===== src/hdl/tcc_pkg.sv =====
// Shared types, constants and helper functions for the text console cursor engine.
// Used by the interfaces, the register block, the shared adder and the top level.
// Has no dependencies of its own.
package tcc_pkg;

	localparam int MAX_COLUMNS_DEF = 128;
	localparam int MAX_ROWS_DEF    = 128;

	// The shared unit is wide enough for any column or row limit in range.
	localparam int UNIT_W = 9;

	localparam int CFG_W    = 8;
	localparam int ADDR_W   = 3;
	localparam int DATA_W   = 32;
	localparam int FUNC_W   = 1;
	localparam int CHAR_W   = 8;
	localparam int ACTION_W = 2;
	localparam int FIELD_W  = 7;
	localparam int COUNT_W  = 5;
	localparam int TAB_BITS = 3;

	localparam logic [CFG_W-1:0] COLUMNS_RESET = 8'd64;
	localparam logic [CFG_W-1:0] ROWS_RESET    = 8'd48;
	localparam int               MIN_COLUMNS   = 8;
	localparam int               MIN_ROWS      = 1;

	// Register indexes, taken from paddr[2].
	localparam logic REG_COLUMNS = 1'b0;
	localparam logic REG_ROWS    = 1'b1;

	localparam logic [CHAR_W-1:0] CH_NL    = 8'h0A;
	localparam logic [CHAR_W-1:0] CH_CR    = 8'h0D;
	localparam logic [CHAR_W-1:0] CH_TAB   = 8'h09;
	localparam logic [CHAR_W-1:0] CH_BS    = 8'h08;
	localparam logic [CHAR_W-1:0] CH_FIRST = 8'h20;
	localparam logic [CHAR_W-1:0] CH_LAST  = 8'h7E;

	localparam logic [FIELD_W-1:0] GLYPH_MISSING = 7'd95;
	localparam logic [FIELD_W-1:0] GLYPH_SPACE   = 7'd0;
	localparam logic [COUNT_W-1:0] RESULT_CAP    = 5'd15;

	typedef enum logic [ACTION_W-1:0] {
		ACT_DRAW   = 2'd0,
		ACT_SCROLL = 2'd1,
		ACT_CLEAR  = 2'd2
	} action_t;

	typedef enum logic [FUNC_W-1:0] {
		FUNC_PUT   = 1'b0,
		FUNC_CLEAR = 1'b1
	} func_t;

	typedef enum logic [2:0] {
		S_IDLE,
		S_WRAP,
		S_NL,
		S_DRAW,
		S_BS,
		S_OUT
	} state_t;

	// Effective screen geometry after clamping.
	typedef struct packed {
		logic [UNIT_W-1:0] cols;
		logic [UNIT_W-1:0] rows;
		logic [UNIT_W-1:0] last_row;
	} tcc_cfg_t;

	typedef struct packed {
		logic [UNIT_W-1:0] a;
		logic [UNIT_W-1:0] b;
		logic [UNIT_W-1:0] lim;
	} alu_req_t;

	typedef struct packed {
		logic [UNIT_W-1:0] sum;
		logic              ge;
	} alu_rsp_t;

	function automatic logic [FIELD_W-1:0] glyph_of(input logic [CHAR_W-1:0] ch);
		logic [CHAR_W-1:0] d;
		d = ch - CH_FIRST;
		if (ch < CH_FIRST || ch > CH_LAST) begin
			return GLYPH_MISSING;
		end
		return d[FIELD_W-1:0];
	endfunction

endpackage


===== src/hdl/tcc_in_if.sv =====
// Input channel of the text console cursor engine: one byte or clear request per transfer.
// Depends on tcc_pkg for field widths.
interface tcc_in_if;
	logic                        valid;
	logic                        ready;
	logic [tcc_pkg::FUNC_W-1:0]  func;
	logic [tcc_pkg::CHAR_W-1:0]  char_code;

	modport source(output valid, func, char_code, input ready);
	modport sink(input valid, func, char_code, output ready);
endinterface


===== src/hdl/tcc_out_if.sv =====
// Output channel of the text console cursor engine: one painter command per transfer.
// Depends on tcc_pkg for field widths.
interface tcc_out_if;
	logic                          valid;
	logic                          ready;
	logic [tcc_pkg::ACTION_W-1:0]  action;
	logic [tcc_pkg::FIELD_W-1:0]   column;
	logic [tcc_pkg::FIELD_W-1:0]   row;
	logic [tcc_pkg::FIELD_W-1:0]   glyph;
	logic                          last;

	modport source(output valid, action, column, row, glyph, last, input ready);
	modport sink(input valid, action, column, row, glyph, last, output ready);
endinterface


===== src/hdl/tcc_regs.sv =====
// Configuration registers (columns, rows) behind an APB-style port, and their clamping
// to the effective screen geometry. Depends on tcc_pkg.
module tcc_regs #(
	parameter int MAX_COLUMNS = tcc_pkg::MAX_COLUMNS_DEF,
	parameter int MAX_ROWS    = tcc_pkg::MAX_ROWS_DEF
) (
	input  logic                         clk,
	input  logic                         arst_n,
	input  logic                         psel,
	input  logic                         penable,
	input  logic                         pwrite,
	input  logic [tcc_pkg::ADDR_W-1:0]   paddr,
	input  logic [tcc_pkg::DATA_W-1:0]   pwdata,
	output logic [tcc_pkg::DATA_W-1:0]   prdata,
	output logic                         pready,
	output tcc_pkg::tcc_cfg_t            cfg
);

	localparam logic [tcc_pkg::UNIT_W-1:0] MaxC = tcc_pkg::UNIT_W'(MAX_COLUMNS);
	localparam logic [tcc_pkg::UNIT_W-1:0] MinC = tcc_pkg::UNIT_W'(tcc_pkg::MIN_COLUMNS);
	localparam logic [tcc_pkg::UNIT_W-1:0] MaxR = tcc_pkg::UNIT_W'(MAX_ROWS);
	localparam logic [tcc_pkg::UNIT_W-1:0] MinR = tcc_pkg::UNIT_W'(tcc_pkg::MIN_ROWS);

	logic [tcc_pkg::CFG_W-1:0]  columns_q;
	logic [tcc_pkg::CFG_W-1:0]  rows_q;
	logic                       index;
	logic                       wr_en;
	logic [tcc_pkg::UNIT_W-1:0] cols_ext;
	logic [tcc_pkg::UNIT_W-1:0] rows_ext;
	logic [tcc_pkg::UNIT_W-1:0] rows_eff;

	// Registers sit on 32-bit words, so the low address bits are ignored.
	assign index  = paddr[2];
	assign pready = 1'b1;
	assign wr_en  = psel && penable && pwrite && pready;

	always_ff @(posedge clk or negedge arst_n) begin
		if (!arst_n) begin
			columns_q <= tcc_pkg::COLUMNS_RESET;
			rows_q    <= tcc_pkg::ROWS_RESET;
		end else if (wr_en) begin
			if (index == tcc_pkg::REG_ROWS) begin
				rows_q <= pwdata[tcc_pkg::CFG_W-1:0];
			end else begin
				columns_q <= pwdata[tcc_pkg::CFG_W-1:0];
			end
		end
	end

	always_comb begin
		if (index == tcc_pkg::REG_ROWS) begin
			prdata = tcc_pkg::DATA_W'(rows_q);
		end else begin
			prdata = tcc_pkg::DATA_W'(columns_q);
		end
	end

	assign cols_ext = tcc_pkg::UNIT_W'(columns_q);
	assign rows_ext = tcc_pkg::UNIT_W'(rows_q);

	always_comb begin
		priority if (cols_ext < MinC) begin
			cfg.cols = MinC;
		end else if (cols_ext > MaxC) begin
			cfg.cols = MaxC;
		end else begin
			cfg.cols = cols_ext;
		end
		priority if (rows_ext < MinR) begin
			rows_eff = MinR;
		end else if (rows_ext > MaxR) begin
			rows_eff = MaxR;
		end else begin
			rows_eff = rows_ext;
		end
		cfg.rows     = rows_eff;
		cfg.last_row = rows_eff - tcc_pkg::UNIT_W'(1);
	end

endmodule


===== src/hdl/tcc_alu.sv =====
// Shared add-and-compare unit of the cursor engine: sum = a + b, ge = (sum >= lim).
// Every cursor step (wrap test, row advance, column advance, backspace) goes through it.
// Depends on tcc_pkg.
module tcc_alu (
	input  tcc_pkg::alu_req_t req,
	output tcc_pkg::alu_rsp_t rsp
);

	logic [tcc_pkg::UNIT_W-1:0] sum;

	assign sum     = req.a + req.b;
	assign rsp.sum = sum;
	assign rsp.ge  = (sum >= req.lim);

endmodule


===== src/hdl/text_console_cursor.sv =====
// Text console cursor engine: top level with the sequencer, cursor state and output register.
// Depends on tcc_pkg, tcc_in_if, tcc_out_if, tcc_regs and tcc_alu.
//
// The block takes one console byte (or a clear request) per input transfer and answers with
// zero or more painter commands, the final one flagged by last. Items are handled one at a
// time: a single add-and-compare unit, stepped by a small sequencer, does the wrap test, the
// row advance and the column advance one after another, and the input is ready only while
// the sequencer is idle. A printable byte passes the wrap test, then the row advance if it
// wraps to a new line, with a scroll first if that line also scrolls, then the column advance.
// A tab gives up to fifteen results. A result that waits on the output holds the sequencer.
module text_console_cursor #(
	parameter int MAX_COLUMNS = tcc_pkg::MAX_COLUMNS_DEF,
	parameter int MAX_ROWS    = tcc_pkg::MAX_ROWS_DEF
) (
	input  logic                        clk,
	input  logic                        arst_n,
	input  logic                        psel,
	input  logic                        penable,
	input  logic                        pwrite,
	input  logic [tcc_pkg::ADDR_W-1:0]  paddr,
	input  logic [tcc_pkg::DATA_W-1:0]  pwdata,
	output logic [tcc_pkg::DATA_W-1:0]  prdata,
	output logic                        pready,
	tcc_in_if.sink                      in_ch,
	tcc_out_if.source                   out_ch
);

	// The column counter wraps at 256 like the byte-wide cursor it models.
	localparam int CW = ($clog2(MAX_COLUMNS + 1) > 8) ? 8 : $clog2(MAX_COLUMNS + 1);
	localparam int RW = (MAX_ROWS > 1) ? $clog2(MAX_ROWS) : 1;

	tcc_pkg::tcc_cfg_t cfg;
	tcc_pkg::alu_req_t alu_req;
	tcc_pkg::alu_rsp_t alu_rsp;

	tcc_pkg::state_t st_q;
	tcc_pkg::state_t st_d;
	tcc_pkg::state_t resume_q;

	logic [CW-1:0]               col_q;
	logic [RW-1:0]               row_q;
	logic [tcc_pkg::COUNT_W-1:0] n_q;
	logic                        is_tab_q;
	logic                        is_nl_q;
	logic [tcc_pkg::CHAR_W-1:0]  ch_q;

	tcc_pkg::action_t             act_q;
	logic [tcc_pkg::FIELD_W-1:0]  ocol_q;
	logic [tcc_pkg::FIELD_W-1:0]  orow_q;
	logic [tcc_pkg::FIELD_W-1:0]  oglyph_q;
	logic                         olast_q;

	logic in_fire;
	logic out_fire;
	logic scroll;
	logic tab_more;
	logic is_clear;

	tcc_regs #(
		.MAX_COLUMNS(MAX_COLUMNS),
		.MAX_ROWS   (MAX_ROWS)
	) u_regs (
		.clk    (clk),
		.arst_n (arst_n),
		.psel   (psel),
		.penable(penable),
		.pwrite (pwrite),
		.paddr  (paddr),
		.pwdata (pwdata),
		.prdata (prdata),
		.pready (pready),
		.cfg    (cfg)
	);

	tcc_alu u_alu (
		.req(alu_req),
		.rsp(alu_rsp)
	);

	assign in_fire  = in_ch.valid && in_ch.ready;
	assign out_fire = out_ch.valid && out_ch.ready;
	assign is_clear = (in_ch.func == tcc_pkg::FUNC_CLEAR);
	assign scroll   = alu_rsp.ge;

	// A tab keeps drawing spaces until the column is a multiple of eight or the
	// result count reaches its cap.
	assign tab_more = is_tab_q
		&& (alu_rsp.sum[tcc_pkg::TAB_BITS-1:0] != '0)
		&& ((n_q + tcc_pkg::COUNT_W'(1)) < tcc_pkg::RESULT_CAP);

	// Outputs of the sequencer: handshake and operands of the shared unit.
	always_comb begin
		in_ch.ready  = (st_q == tcc_pkg::S_IDLE);
		out_ch.valid = (st_q == tcc_pkg::S_OUT);
		alu_req.a    = tcc_pkg::UNIT_W'(col_q);
		alu_req.b    = '0;
		alu_req.lim  = cfg.cols;
		unique case (st_q)
			tcc_pkg::S_NL: begin
				alu_req.a   = tcc_pkg::UNIT_W'(row_q);
				alu_req.b   = tcc_pkg::UNIT_W'(1);
				alu_req.lim = cfg.rows;
			end
			tcc_pkg::S_DRAW: begin
				alu_req.b = tcc_pkg::UNIT_W'(1);
			end
			tcc_pkg::S_BS: begin
				alu_req.b = '1;
			end
			default: begin
			end
		endcase
	end

	always_comb begin
		st_d = st_q;
		unique case (st_q)
			tcc_pkg::S_IDLE: begin
				if (in_fire) begin
					priority if (is_clear) begin
						st_d = tcc_pkg::S_OUT;
					end else if (in_ch.char_code == tcc_pkg::CH_NL) begin
						st_d = tcc_pkg::S_NL;
					end else if (in_ch.char_code == tcc_pkg::CH_CR) begin
						st_d = tcc_pkg::S_IDLE;
					end else if (in_ch.char_code == tcc_pkg::CH_BS) begin
						st_d = tcc_pkg::S_BS;
					end else begin
						st_d = tcc_pkg::S_WRAP;
					end
				end
			end
			tcc_pkg::S_WRAP: begin
				st_d = alu_rsp.ge ? tcc_pkg::S_NL : tcc_pkg::S_DRAW;
			end
			tcc_pkg::S_NL: begin
				priority if (scroll) begin
					st_d = tcc_pkg::S_OUT;
				end else if (is_nl_q) begin
					st_d = tcc_pkg::S_IDLE;
				end else begin
					st_d = tcc_pkg::S_DRAW;
				end
			end
			tcc_pkg::S_DRAW: begin
				st_d = tcc_pkg::S_OUT;
			end
			tcc_pkg::S_BS: begin
				st_d = tcc_pkg::S_IDLE;
			end
			tcc_pkg::S_OUT: begin
				if (out_fire) begin
					st_d = olast_q ? tcc_pkg::S_IDLE : resume_q;
				end
			end
			default: begin
				st_d = tcc_pkg::S_IDLE;
			end
		endcase
	end

	// Control state and cursor position.
	always_ff @(posedge clk or negedge arst_n) begin
		if (!arst_n) begin
			st_q     <= tcc_pkg::S_IDLE;
			resume_q <= tcc_pkg::S_IDLE;
			col_q    <= '0;
			row_q    <= '0;
			n_q      <= '0;
		end else begin
			st_q <= st_d;
			unique case (st_q)
				tcc_pkg::S_IDLE: begin
					if (in_fire) begin
						n_q <= '0;
						if (is_clear) begin
							col_q <= '0;
							row_q <= '0;
						end else if (in_ch.char_code == tcc_pkg::CH_CR) begin
							col_q <= '0;
						end
					end
				end
				tcc_pkg::S_NL: begin
					col_q <= '0;
					if (scroll) begin
						row_q    <= cfg.last_row[RW-1:0];
						n_q      <= n_q + tcc_pkg::COUNT_W'(1);
						resume_q <= tcc_pkg::S_DRAW;
					end else begin
						row_q <= alu_rsp.sum[RW-1:0];
					end
				end
				tcc_pkg::S_DRAW: begin
					col_q    <= alu_rsp.sum[CW-1:0];
					n_q      <= n_q + tcc_pkg::COUNT_W'(1);
					resume_q <= tcc_pkg::S_WRAP;
				end
				tcc_pkg::S_BS: begin
					if (col_q != '0) begin
						col_q <= alu_rsp.sum[CW-1:0];
					end
				end
				default: begin
				end
			endcase
		end
	end

	// Item details and the output register.
	always_ff @(posedge clk) begin
		unique case (st_q)
			tcc_pkg::S_IDLE: begin
				if (in_fire) begin
					ch_q     <= in_ch.char_code;
					is_tab_q <= (in_ch.char_code == tcc_pkg::CH_TAB);
					is_nl_q  <= (in_ch.char_code == tcc_pkg::CH_NL);
					act_q    <= tcc_pkg::ACT_CLEAR;
					ocol_q   <= '0;
					orow_q   <= '0;
					oglyph_q <= '0;
					olast_q  <= 1'b1;
				end
			end
			tcc_pkg::S_NL: begin
				act_q    <= tcc_pkg::ACT_SCROLL;
				ocol_q   <= '0;
				orow_q   <= '0;
				oglyph_q <= '0;
				olast_q  <= is_nl_q;
			end
			tcc_pkg::S_DRAW: begin
				act_q    <= tcc_pkg::ACT_DRAW;
				ocol_q   <= tcc_pkg::FIELD_W'(col_q);
				orow_q   <= tcc_pkg::FIELD_W'(row_q);
				oglyph_q <= is_tab_q ? tcc_pkg::GLYPH_SPACE : tcc_pkg::glyph_of(ch_q);
				olast_q  <= !tab_more;
			end
			default: begin
			end
		endcase
	end

	assign out_ch.action = act_q;
	assign out_ch.column = ocol_q;
	assign out_ch.row    = orow_q;
	assign out_ch.glyph  = oglyph_q;
	assign out_ch.last   = olast_q;

endmodule


===== src/flat_wrapper.sv =====
// flat-port wrapper written by rule: the top's interface ports become plain ports
module text_console_cursor_flat 
#(
	parameter int MAX_COLUMNS = tcc_pkg::MAX_COLUMNS_DEF,
	parameter int MAX_ROWS    = tcc_pkg::MAX_ROWS_DEF
)
  (clk, arst_n, psel, penable, pwrite, paddr, pwdata, prdata, pready, in_ch_valid, in_ch_func, in_ch_char_code, in_ch_ready, out_ch_valid, out_ch_action, out_ch_column, out_ch_row, out_ch_glyph, out_ch_last, out_ch_ready);
  tcc_in_if in_ch_i ();
  tcc_out_if out_ch_i ();
  input  logic clk;
  input  logic arst_n;
  input  logic psel;
  input  logic penable;
  input  logic pwrite;
  input  logic [tcc_pkg::ADDR_W-1:0] paddr;
  input  logic [tcc_pkg::DATA_W-1:0] pwdata;
  output logic [tcc_pkg::DATA_W-1:0] prdata;
  output logic pready;
  input wire logic [$bits(in_ch_i.valid)-1:0] in_ch_valid;
  input wire logic [$bits(in_ch_i.func)-1:0] in_ch_func;
  input wire logic [$bits(in_ch_i.char_code)-1:0] in_ch_char_code;
  output wire logic [$bits(in_ch_i.ready)-1:0] in_ch_ready;
  output wire logic [$bits(out_ch_i.valid)-1:0] out_ch_valid;
  output wire logic [$bits(out_ch_i.action)-1:0] out_ch_action;
  output wire logic [$bits(out_ch_i.column)-1:0] out_ch_column;
  output wire logic [$bits(out_ch_i.row)-1:0] out_ch_row;
  output wire logic [$bits(out_ch_i.glyph)-1:0] out_ch_glyph;
  output wire logic [$bits(out_ch_i.last)-1:0] out_ch_last;
  input wire logic [$bits(out_ch_i.ready)-1:0] out_ch_ready;
  assign in_ch_i.valid = in_ch_valid;
  assign in_ch_i.func = in_ch_func;
  assign in_ch_i.char_code = in_ch_char_code;
  assign in_ch_ready = in_ch_i.ready;
  assign out_ch_valid = out_ch_i.valid;
  assign out_ch_action = out_ch_i.action;
  assign out_ch_column = out_ch_i.column;
  assign out_ch_row = out_ch_i.row;
  assign out_ch_glyph = out_ch_i.glyph;
  assign out_ch_last = out_ch_i.last;
  assign out_ch_i.ready = out_ch_ready;
  text_console_cursor #(.MAX_COLUMNS(MAX_COLUMNS), .MAX_ROWS(MAX_ROWS)) u_core (.clk(clk), .arst_n(arst_n), .psel(psel), .penable(penable), .pwrite(pwrite), .paddr(paddr), .pwdata(pwdata), .prdata(prdata), .pready(pready), .in_ch(in_ch_i), .out_ch(out_ch_i));
endmodule

===== config.mk =====
export PLATFORM = sky130hd
export DESIGN_NAME = text_console_cursor_flat
export DESIGN_NICKNAME = d
export VERILOG_FILES = /design/src/hdl/tcc_pkg.sv /design/src/hdl/tcc_in_if.sv /design/src/hdl/tcc_out_if.sv /design/src/hdl/tcc_regs.sv /design/src/hdl/tcc_alu.sv /design/src/hdl/text_console_cursor.sv /design/src/flat_wrapper.sv
export SDC_FILE = /design/constraint.sdc
export NUM_CORES = 1
export LEC_CHECK = 0
export BUFFER_PORTS_ARGS = -buffer_cell sky130_fd_sc_hd__buf_2
export CAP_MARGIN = 20
export CORE_MARGIN = 4
export CORE_UTILIZATION = 49
export CTS_CLUSTER_SIZE = 10
export DETAILED_ROUTE_END_ITERATION = 8
export PLACE_DENSITY_LB_ADDON = 0.12
export RECOVER_POWER = 25
export REMOVE_ABC_BUFFERS = 1
export SLEW_MARGIN = 20
export SYNTH_ARGS = -nofsm -noshare
export SYNTH_HDL_FRONTEND = slang
export SYNTH_HIERARCHICAL = 1
export SYNTH_SLANG_ARGS = --single-unit

===== constraint.sdc =====
create_clock -name clk -period 4.3 [get_ports clk]
set_input_delay 0.86 -clock clk [delete_from_list [all_inputs] [get_ports clk]]
set_output_delay 0.86 -clock clk [all_outputs]
set_load 0.02 [all_outputs]

# Yosys cells after proc, flatten, opt, wreduce, memory -nomap -nowiden
# Index checks and enable logic that the tools add are counted.
[classes]
n_lt_le_gt_ge = 8
bitwise = 1
n_reduce_logical = 25
add_sub_neg = 4
n_eq_ne = 15
n_mux = 46
[ops]
columns = ["cell", "count"]
rows = [
  ["8-bit two-way mux", 11],
  ["7-bit one-hot mux with 3 select lines", 3],
  ["7-bit two-way mux", 7],
  ["8-bit by 4-bit == test with 1-bit output (second input constant)", 4],
  ["8-bit one-hot mux with 4 select lines", 1],
  ["3-bit two-way mux", 9],
  ["9-bit one-hot mux with 2 select lines", 1],
  ["8-bit greater-than comparator (second input constant)", 2],
  ["3-bit one-hot mux with 5 select lines", 1],
  ["5-bit one-hot mux with 3 select lines", 1],
  ["7-bit one-hot mux with 2 select lines", 1],
  ["2-bit AND reduction", 6],
  ["5-bit two-way mux", 2],
  ["8-bit by 9-bit adder with 9-bit output", 1],
  ["9-bit greater-or-equal comparator", 1],
  ["8-bit by 7-bit greater-than comparator with 1-bit output (second input constant)", 1],
  ["8-bit by 1-bit less-than comparator with 1-bit output (second input constant)", 1],
  ["8-bit by 4-bit less-than comparator with 1-bit output (second input constant)", 1],
  ["8-bit by 6-bit less-than comparator with 1-bit output (second input constant)", 1],
  ["8-bit nonzero test", 1],
  ["7-bit by 1-bit subtractor with 7-bit output (second input constant)", 1],
  ["7-bit by 6-bit subtractor with 7-bit output (second input constant)", 1],
  ["3-bit by 2-bit == test with 1-bit output (second input constant)", 2],
  ["3-bit == test (second input constant)", 2],
  ["22 further kinds", 37],
]
[word_totals]
elab_cells = 114
ff_bits = 76
out_inout_bits = 59

# Logic depth before layout (Yosys ltp)
# Gate-level depths: netlist of the first run.
[depth]
word_depth = 9
depth_mapped = 22

# Cells and area by module
# Netlist of the first run, hierarchy kept.
[by_module_without_submodules]
columns = ["module", "area_per_inst_um2", "cells_per_inst", "n_inst", "seq_area_each_um2"]
rows = [
  ["text_console_cursor", 2966.6, 279, 1, 1646.6],
  ["tcc_regs", 1187.4, 121, 1, 404.1],
  ["tcc_alu", 559.3, 72, 1, 0.0],
]

# Worst setup path after synthesis of the first run
# No wires, ideal clock.
[synth_timing]
path_kind = "reg2reg"
start = "reg u_core.st_q[0]"
end = "reg u_core/n_q[4] in the netlist's numbering"
t_arrival_ns = 4.137
setup_slack_ns = 0.038
required_time_ns = 4.175
setup_ns = 0.125
path_stages_with_launch = 23
n_path_buf = 2
path_cell_list = "dfrtp_1 > clkbuf_1 > inv_2 > nand2_1 > inv_2 > clkbuf_1 > nand2_1 > nand2_1 > ha_1 > fa_1 > a21o_1 > a21oi_2 > o21ai_1 > xor2_1 > ha_1 > a21oi_1 > o21ai_0 > a21oi_1 > o21ai_1 > or4b_1 > o211ai_1 > or4_1 > nand3_1"
[synth_lines]
columns = ["item", "line", "source"]
rows = [
  ["start: declaration", "text_console_cursor.sv:36", "tcc_pkg::state_t st_q;"],
  ["start signal: assignment", "text_console_cursor.sv:165", "st_q <= tcc_pkg::S_IDLE;"],
  ["start signal: assignment", "text_console_cursor.sv:171", "st_q <= st_d;"],
  ["end signal: assignment", "text_console_cursor.sv:188", "n_q <= n_q + tcc_pkg::COUNT_W'(1);"],
  ["end signal: assignment", "text_console_cursor.sv:196", "n_q <= n_q + tcc_pkg::COUNT_W'(1);"],
  ["end: declaration", "text_console_cursor.sv:42", "logic [tcc_pkg::COUNT_W-1:0] n_q;"],
]

==> flow_metrics.py, run 1 <==
metrics = {
    "outcome": {
        "status": "finished clean",
    },
    "floorplan": {
        "rows": 35,
        "core_area_um2": 9280,
        "die_w_um": 106,
        "io_pins": 110,
        "die_area_um2": 11200,
        "die_h_um": 106,
        "start_util_pct": 50.6,
    },
    "routing": {
        "postRouteAntennaNets": 0,
        "drc": 0,
        "avgRoutedWirePerCell_um": 13.3,
        "firstDrtPassIters": 4,
        "vias": 3378,
        "via_per_inst": 5.04,
        "drt_iter0_drc": 122,
        "wl_um": 8920,
    },
    "pwr": {
        "power_density_nw_per_um2": 642,
        "total_power_mw": 3.42,
        "leakagePower_nw": 2.45,
        "max-vdd-ir-drop_mv": 0.302,
    },
    "worst_setup_path": {
        "crit_required_ps": 4550,
        "critPathBufInv": 1,
        "crit_slowest_cell": "or4b_1",
        "setup.worst_path.start_class": "register",
        "critPathCaptureType": "register",
        "cp_top_family": "compound AO/OA/AOI/OAI gates",
        "worst-path-max-fanout": 6,
        "cpPeakStageDelay_ps": 470,
        "crit_type": "register to register",
        "path_cells": "and2b_2, or2_1, ha_1, fa_2, a21o_1, a21oi_4, o21ai_1, xor2_1, ha_1, a21oi_1, o21ai_0, a21oi_1, o21ai_2, or4b_1, o211ai_1, buf_4, o21ai_1, o31ai_1",
        "crit_arrival_ps": 4230,
    },
    "final_layout": {
        "area_growth_pct": 13.4,
        "fin_area_um2": 5330,
        "diodes": 0,
        "fill_cells": 880,
        "seqCellArea_um2": 2050,
        "fin_nets": 608,
        "multi_input_area_um2": 2420,
        "drive_gt1_share_pct": 25.3,
    },
    "sta": {
        "max_freq_mhz": 252,
        "setup-tns-final_ps": 0,
        "setup_violations": 0,
        "finalCritPeriodShare_pct": 92.4,
        "slew_headroom_pct": 38.7,
        "tightest_slew_ps": 919,
        "setup_ws_ps": 327,
        "rsz0062_at_grt": "no",
        "final-max-slew-violation-count": 0,
        "min_period_ps": 3970,
        "final_hold_viol_count": 0,
        "finClkSkew_ps": 8.24,
    },
    "grt": {
        "grt_pass1_vias": 3281,
        "track_usage_pct": 16.5,
        "grt_max_degree": 42,
        "antenna_found_initial": 0,
        "grt-ovfl-total": 0,
        "grt_pass1_wl_um": 15300,
    },
    "logic_synthesis": {
        "yosysWarnings": 6,
        "syn_area_per_cell_um2": 10.0,
        "syn_inst": 470,
        "netlist_area_um2": 4700,
    },
    "placement": {
        "hpwl_um": 6840,
        "gp_congestion": 0.793,
        "pre_cts_slack_ps": 157,
        "place_area_um2": 5070,
        "portBuffers": 58,
    },
    "clock_network": {
        "cts_buffers": 9,
        "cts_sinks": 75,
        "cts_tree": "built",
        "cts_root_buffer": "clkbuf_8",
        "cts_buffer_depth": 2,
        "insertion_delay_ps": 340,
        "cts.reportedPaths.clkPinSlew_ps": 80,
        "htree_levels": 3,
    },
    "job": {
        "drv_cap": 0,
    },
    "worst_hold_path": {
        "min_path_type": "register to register",
    },
}
==> cells in the final DEF, fill, tap and decap left out, types with 3 or more instances in the layout <==
| cell type | n |
|---|---|
| or4_1 | 4 |
| nor3b_1 | 4 |
| clkbuf_1 | 9 |
| nand2_1 | 71 |
| mux2_2 | 23 |
| buf_4 | 14 |
| nand3_1 | 10 |
| nor3_1 | 9 |
| o21ai_0 | 9 |
| buf_2 | 50 |
| nor2_1 | 14 |
| o21ai_1 | 18 |
| inv_1 | 17 |
| dfstp_2 | 3 |
| a21o_1 | 5 |
| edfxtp_1 | 34 |
| clkbuf_8 | 9 |
| nand3b_1 | 3 |
| ha_1 | 20 |
| a21oi_1 | 16 |
| nor2b_1 | 20 |
| conb_1 | 28 |
| xnor2_1 | 5 |
| and2_1 | 5 |
| inv_2 | 3 |
| xor2_1 | 3 |
| mux2_4 | 8 |
| o21a_1 | 8 |
| dfrtp_1 | 38 |
| mux2i_1 | 10 |
| and3_1 | 14 |
| nand2b_1 | 5 |
==> worst register-to-register path, stage by stage, from the launching register on <==
cell and delay [ps]:
dfrtp_1 380, and2b_2 270, or2_1 230, ha_1 250
fa_2 360, a21o_1 190, a21oi_4 170, o21ai_1 90
xor2_1 170, ha_1 320, a21oi_1 120, o21ai_0 110
a21oi_1 170, o21ai_2 100, or4b_1 470, o211ai_1 140
buf_4 190, o21ai_1 70, o31ai_1 70
==> through the flow <==
stage | hold slack (ps) | util [%] | cells
2_1_floorplan | 426 | - | 451
3_3_place_gp | 447 | 54.6 | 651
3_5_place_dp | 450 | 54.6 | 651
4_1_cts | 472 | 56.9 | 667
5_1_grt | 501 | 57.4 | 670
6_report | 467 | 57.4 | 670
==> worst paths after layout <==
check / start / end / slack [ps] / depth (start not counted)
max: u_core/st_q[2]$_DFFE_PN0P_ / u_core/n_q[2]$_DFFE_PN0P_ / 330 / 18
min: u_core/resume_q[0]$_DFFE_PN0P_ / u_core/resume_q[0]$_DFFE_PN0P_ / 470 / 1
max reg2reg: u_core/st_q[2]$_DFFE_PN0P_ / u_core/n_q[2]$_DFFE_PN0P_ / 330 / 18
min reg2reg: u_core/resume_q[0]$_DFFE_PN0P_ / u_core/resume_q[0]$_DFFE_PN0P_ / 470 / 1
max in group asynchronous: arst_n / u_core/col_q[4]$_DFFE_PN0P_ / 3080 / 1
min in group asynchronous: arst_n / u_core/n_q[1]$_DFFE_PN0P_ / 650 / 1
==> per-layer routing <==
metal | part of all wire, % | routed length [um] | vias to the layer above | track usage, %
met1 | 48 | 4250 | 1535 | 22.5
li1 | - | - | 1738 | -
met3 | 5.4 | 484 | 6 | 3.58
met5 | 0 | 0 | - | 0
met4 | 0.57 | 51 | 0 | 3.79
met2 | 46 | 4130 | 99 | 27.2
==> final cells by class <==
| cell class | instances | share of cell area [%] |
|---|---|---|
| clock buffers | 10 | 2.39 |
| clock inverters | 6 | 1.67 |
| inverters | 20 | 1.41 |
| multi-input cells | 356 | 45.4 |
| flip-flops and latches | 75 | 38.5 |
| well taps | 129 | 3.03 |
| repair buffers | 74 | 7.58 |
==> where the power goes <==
group	internal, mW	switching (mW)	total [mW]
clock	0.328	0.262	0.590
sequential	1.00	0.144	1.15
combinational	0.696	0.990	1.69
total	2.03	1.40	3.42
==> flip-flops by register name, summed over array words and instances (netlist names), 2 cells and up <==
| name | flops |
|---|---|
| u_core/out_ch.glyph | 7 |
| u_core/row_q | 7 |
| u_core/st_q | 3 |
| u_core/ch_q | 8 |
| u_core/n_q | 5 |
| u_core/col_q | 8 |
| u_core/u_regs/columns_q | 8 |
| u_core/out_ch.column | 7 |
| u_core/out_ch.row | 7 |
| u_core/out_ch.action | 2 |
| u_core/resume_q | 2 |
| u_core/u_regs/rows_q | 8 |
==> what timing repair did <==
item,4_1_cts,5_1_grt
resized for setup,0,9
hold buffers,0,0
setup endpoints to repair,0,8
buffers inserted,0,3
hold endpoints to repair,0,0
No activity file was read; power rests on OpenSTA's default activity.
==> run 2, diff against run 1 <==
- GPL_ROUTABILITY_DRIVEN: not set -> 1
- SETUP_SLACK_MARGIN: not set -> 0.4
==> flow_metrics.py, run 2 (synthesis results as in run 1) <==
metrics = {
    "routing": {
        "wirelength_met1_um": 4320,
        "route.met2.wl_um": 4280,
        "wl_um": 9120,
        "drt_iter0_drc": 123,
        "postRouteAntennaNets": 0,
        "dr_wl_met3_um": 447,
        "drc": 0,
        "via_per_inst": 5.06,
        "firstDrtPassIters": 4,
        "highest_layer": "met4",
        "avgRoutedWirePerCell_um": 13.5,
        "vias": 3423,
    },
    "final_layout": {
        "drive_gt1_share_pct": 29.6,
        "fin_area_um2": 5490,
        "fill_cells": 865,
        "seqCellArea_um2": 2050,
        "layout_commonest_cell": "nand2_1",
        "final_cell_mix": "nand2_1 (67), buf_2 (49), dfrtp_1 (38)",
        "fin_nets": 614,
        "area_growth_pct": 16.8,
        "multi_input_area_um2": 2530,
        "post-route-util_pct": 59.2,
        "diodes": 0,
        "fin_cells": 676,
    },
    "outcome": {
        "violations": "max-capacitance violations, max-slew violations",
        "status": "finished, violations left",
    },
    "worst_setup_path": {
        "cpPeakStageDelay_ps": 470,
        "path_cells": "and2b_1, nand2_4, buf_6, nand2_1, nand2_2, fa_2, a21o_1, a21oi_4, buf_4, xnor2_1, ha_1, a21o_1, a21oi_2, o21ai_2, or4b_1, o211ai_1, buf_4, o21ai_2, o31ai_1",
        "crit_required_ps": 4550,
        "setup.worst_path.start_class": "register",
        "crit_type": "register to register",
        "crit_slowest_cell": "or4b_1",
        "critPathCaptureType": "register",
        "crit_arrival_ps": 4110,
        "worst-path-max-fanout": 11,
    },
    "clock_network": {
        "cts_hold_buf": 0,
        "cts_tree": "built",
        "cts_root_buffer": "clkbuf_8",
        "cts_buffers": 9,
        "htree_levels": 3,
        "cts_sinks": 75,
        "insertion_delay_ps": 350,
        "cts.reportedPaths.clkPinSlew_ps": 80,
        "cts_buffer_depth": 2,
    },
    "placement": {
        "place_area_um2": 5070,
        "portBuffers": 58,
        "gp_congestion": 0.793,
        "dp.cells": 651,
        "pre_cts_slack_ps": 157,
        "hpwl_um": 6840,
    },
    "sta": {
        "finalCritPeriodShare_pct": 89.7,
        "setup_ws_ps": 445,
        "slew_headroom_pct": -46.7,
        "setup_violations": 0,
        "finClkSkew_ps": 8.61,
        "min_period_ps": 3860,
        "final-max-slew-violation-count": 42,
        "tightest_slew_ps": 2200,
        "rsz0062_at_grt": "yes",
        "max_freq_mhz": 259,
        "final_hold_viol_count": 0,
    },
    "floorplan": {
        "die_area_um2": 11200,
        "rows": 35,
        "die_h_um": 106,
        "die_w_um": 106,
        "io_pins": 110,
        "start_util_pct": 50.6,
        "core_area_um2": 9280,
    },
    "pwr": {
        "leakagePower_nw": 2.48,
        "max-vdd-ir-drop_mv": 0.293,
        "power_density_nw_per_um2": 652,
        "total_power_mw": 3.58,
    },
    "worst_hold_path": {
        "min_path_type": "register to register",
    },
    "grt": {
        "grt_pass1_wl_um": 15400,
        "grt_max_degree": 42,
        "antenna_found_initial": 0,
        "grt_pass1_vias": 3319,
        "track_usage_pct": 16.7,
        "grt-ovfl-total": 0,
    },
    "job": {
        "drv_cap": 1,
    },
}
run 2: changes by cell type in the layout (fill, tap and decap cells not counted), sizes merged:
cell    before  now
buf         65   69
clkbuf      19   21
run 2: layout make-up:
| type | instances | share of cell area [%] |
|---|---|---|
| well taps | 129 | 2.94 |
| multi-input cells | 356 | 46.1 |
| inverters | 20 | 1.41 |
| clock inverters | 6 | 1.62 |
| clock buffers | 10 | 2.32 |
| repair buffers | 80 | 8.29 |
| flip-flops and latches | 75 | 37.3 |
run 2: per-stage QoR:
step	hold WS, ps	setup TNS (ps)
finish	468	0
global route	501	0
CTS	472	0
detailed placement	450	0
global placement	447	0
floorplan	426	-8200
run 2: metal layers:
| metal | up-vias | global-route usage, % |
|---|---|---|
| met5 | - | 0 |
| met4 | 0 | 3.98 |
| met3 | 8 | 3.64 |
| met2 | 89 | 27.6 |
| met1 | 1577 | 22.5 |
| li1 | 1749 | - |
run 2: worst paths after layout:
path                       slack, ps                        endpoint                           start  cells past startpoint
min in group asynchronous       1150       u_core/n_q[1]$_DFFE_PN0P_                          arst_n                      1
max in group asynchronous       1880     u_core/col_q[4]$_DFFE_PN0P_                          arst_n                      1
max reg2reg                      440       u_core/n_q[2]$_DFFE_PN0P_      u_core/st_q[2]$_DFFE_PN0P_                     19
min reg2reg                      470  u_core/resume_q[0]$_DFFE_PN0P_  u_core/resume_q[0]$_DFFE_PN0P_                      1
max                              440       u_core/n_q[2]$_DFFE_PN0P_      u_core/st_q[2]$_DFFE_PN0P_                     19
min                              470  u_core/resume_q[0]$_DFFE_PN0P_  u_core/resume_q[0]$_DFFE_PN0P_                      1
run 2: repair_timing:
item	CTS	global route
pin swaps	3	5
endpoints found under the hold margin	0	0
endpoints found under the setup margin	9	16
setup buffers	4	5
gates resized for setup	7	30
run 2: power breakdown:
part / total [mW] / switching, mW / internal (mW)
clock: 0.591 / 0.263 / 0.328
combinational: 1.84 / 1.05 / 0.788
sequential: 1.15 / 0.149 / 1.00
run 2: worst max-delay path, delay by kind of cell, from the launching register on:
family / cells / cell delay (ps)
adders and majority gates: 2 / 680
and+or+nand+nor: 5 / 1000
AOI/OAI and AO/OA: 8 / 1040
buffers and inverters: 3 / 480
DFF: 1 / 400
xor gates and xnor gates: 1 / 160
==> run 3, diff against run 2 <==
- CORE_UTILIZATION: 49 -> 55
- PLACE_DENSITY_LB_ADDON: 0.12 -> 0.2
- clock period: 4.3 -> 3.55 ns (I/O delays scaled with it)
==> flow_metrics.py, run 3 (synthesis results as in run 1) <==
metrics = {
    "outcome": {
        "status": "finished, violations left",
        "violations": "max-capacitance violations, max-slew violations, negative setup slack",
    },
    "routing": {
        "drc": 0,
        "postRouteAntennaNets": 0,
        "wl_um": 9900,
        "avgRoutedWirePerCell_um": 14.6,
        "vias": 3603,
        "drt_iter0_drc": 211,
        "firstDrtPassIters": 5,
        "via_per_inst": 5.30,
    },
    "worst_setup_path": {
        "crit_type": "register to register",
        "critPathLaunch": "u_core/st_q[2]$_DFFE_PN0P_",
        "crit_arrival_ps": 4190,
        "worst-path-max-fanout": 6,
        "critPathCaptureType": "register",
        "reg2reg_from": "u_core/st_q[2]$_DFFE_PN0P_",
        "crit_required_ps": 3810,
        "setup.worst_path.start_class": "register",
    },
    "pwr": {
        "max-vdd-ir-drop_mv": 0.388,
        "power_density_nw_per_um2": 820,
        "total_power_mw": 4.66,
        "leakagePower_nw": 2.61,
    },
    "grt": {
        "grt_pass1_vias": 3692,
        "grt_pass1_wl_um": 16500,
        "track_usage_pct": 20.1,
        "antenna_found_initial": 0,
        "grt_max_degree": 42,
        "grt-ovfl-total": 0,
    },
    "clock_network": {
        "cts_hold_buf": 0,
        "cts_buffer_depth": 2,
        "cts_sinks": 75,
        "cts_buffers": 9,
        "cts_tree": "built",
        "cts_root_buffer": "clkbuf_8",
        "htree_levels": 3,
        "cts.reportedPaths.clkPinSlew_ps": 80,
        "insertion_delay_ps": 350,
    },
    "floorplan": {
        "io_pins": 110,
        "die_w_um": 100,
        "die_h_um": 100,
        "core_area_um2": 8260,
        "rows": 33,
        "die_area_um2": 10100,
        "start_util_pct": 56.9,
    },
    "worst_hold_path": {
        "hold_start": "u_core/resume_q[0]$_DFFE_PN0P_",
        "min_path_type": "register to register",
    },
    "sta": {
        "final_hold_viol_count": 0,
        "finalCritPeriodShare_pct": 111,
        "setup_ws_ps": -373,
        "setup-tns-final_ps": -3840,
        "finClkSkew_ps": 11.0,
        "slew_headroom_pct": -48.7,
        "final-max-slew-violation-count": 42,
        "max_freq_mhz": 255,
        "min_period_ps": 3920,
        "setup_violations": 17,
        "rsz0062_at_grt": "yes",
        "tightest_slew_ps": 2230,
    },
    "final_layout": {
        "fin_nets": 642,
        "area_growth_pct": 20.9,
        "seqCellArea_um2": 2050,
        "multi_input_area_um2": 2550,
        "fill_cells": 663,
        "final_cell_mix": "nand2_1 (65), buf_2 (49), buf_4 (44)",
        "layout_commonest_cell": "nand2_1",
        "drive_gt1_share_pct": 33.2,
        "diodes": 0,
    },
    "placement": {
        "gp_congestion": 0.832,
        "hpwl_um": 7110,
        "portBuffers": 58,
    },
    "job": {
        "drv_cap": 1,
    },
}
## run 3: cell types whose count changed in the layout (fill, tap and decap cells not counted), sizes merged
cell      delta
clkbuf       -2
bufinv       -1
buf         +30
clkinvlp     +1
## run 3: cell type report
cell class	instances	share of cell area [%]
multi-input combinational	356	44.8
sequential	75	36.1
timing repair buffer	108	12.0
tap	105	2.31
clock buffer	10	2.25
inverter	20	1.37
clock inverter	6	1.14
## run 3: worst paths after layout
check | slack [ps] | to | cells after the start
min in group asynchronous | 1010 | u_core/n_q[0]$_DFFE_PN0P_ | 1
setup reg to reg | -370 | u_core/n_q[2]$_DFFE_PN0P_ | 19
max in group asynchronous | 1260 | u_core/row_q[1]$_DFFE_PN0P_ | 1
hold reg to reg | 470 | u_core/resume_q[0]$_DFFE_PN0P_ | 1
setup / recovery | -370 | u_core/n_q[2]$_DFFE_PN0P_ | 19
hold / removal | 470 | u_core/resume_q[0]$_DFFE_PN0P_ | 1
## run 3: what timing repair did
| item | CTS | global route |
|---|---|---|
| setup endpoints to repair | 17 | 17 |
| resized for setup | 23 | 22 |
| buffers inserted | 8 | 3 |
| pin swaps | 21 | 10 |
## run 3: report_power, final
group / total (mW) / leakage, nW / internal [mW] / switching, mW
Sequential: 1.39 / 0.848 / 1.21 / 0.178
Combinational: 2.62 / 1.68 / 1.22 / 1.41
Clock: 0.649 / 0.0866 / 0.325 / 0.324
## run 3: per-stage QoR
stage	hold slack, ps	cell area (um2)	std cells	utilization (%)	setup WS, ps
2_1_floorplan	414	4520	451	-	-1640
5_1_grt	504	5680	680	68.8	-569
6_report	469	5680	680	68.8	-373
3_3_place_gp	447	5230	653	63.4	-381
3_5_place_dp	448	5230	653	63.4	-508
4_1_cts	472	5570	677	67.4	-346
## run 3: worst max-delay path: stages, from the launching register on
cell	delay (ps)
dfrtp_1	390
and2b_2	270
or2_1	270
ha_4	180
fa_2	340
a21o_1	170
a21oi_2	180
buf_4	140
o31ai_2	60
xnor2_1	160
ha_1	280
a21oi_1	120
o21ai_1	90
a21oi_1	160
o21ai_2	90
or4b_1	470
o211ai_1	130
buf_4	180
o21ai_1	70
o31ai_1	70
## run 3: routing by layer
metal	vias to the layer above	global-route usage (%)	share of wire, %
li1	1801	-	-
met1	1705	25.3	44
met2	88	35.5	50
met3	9	3.94	4.6
met4	0	5.28	1.0
met5	-	0	0
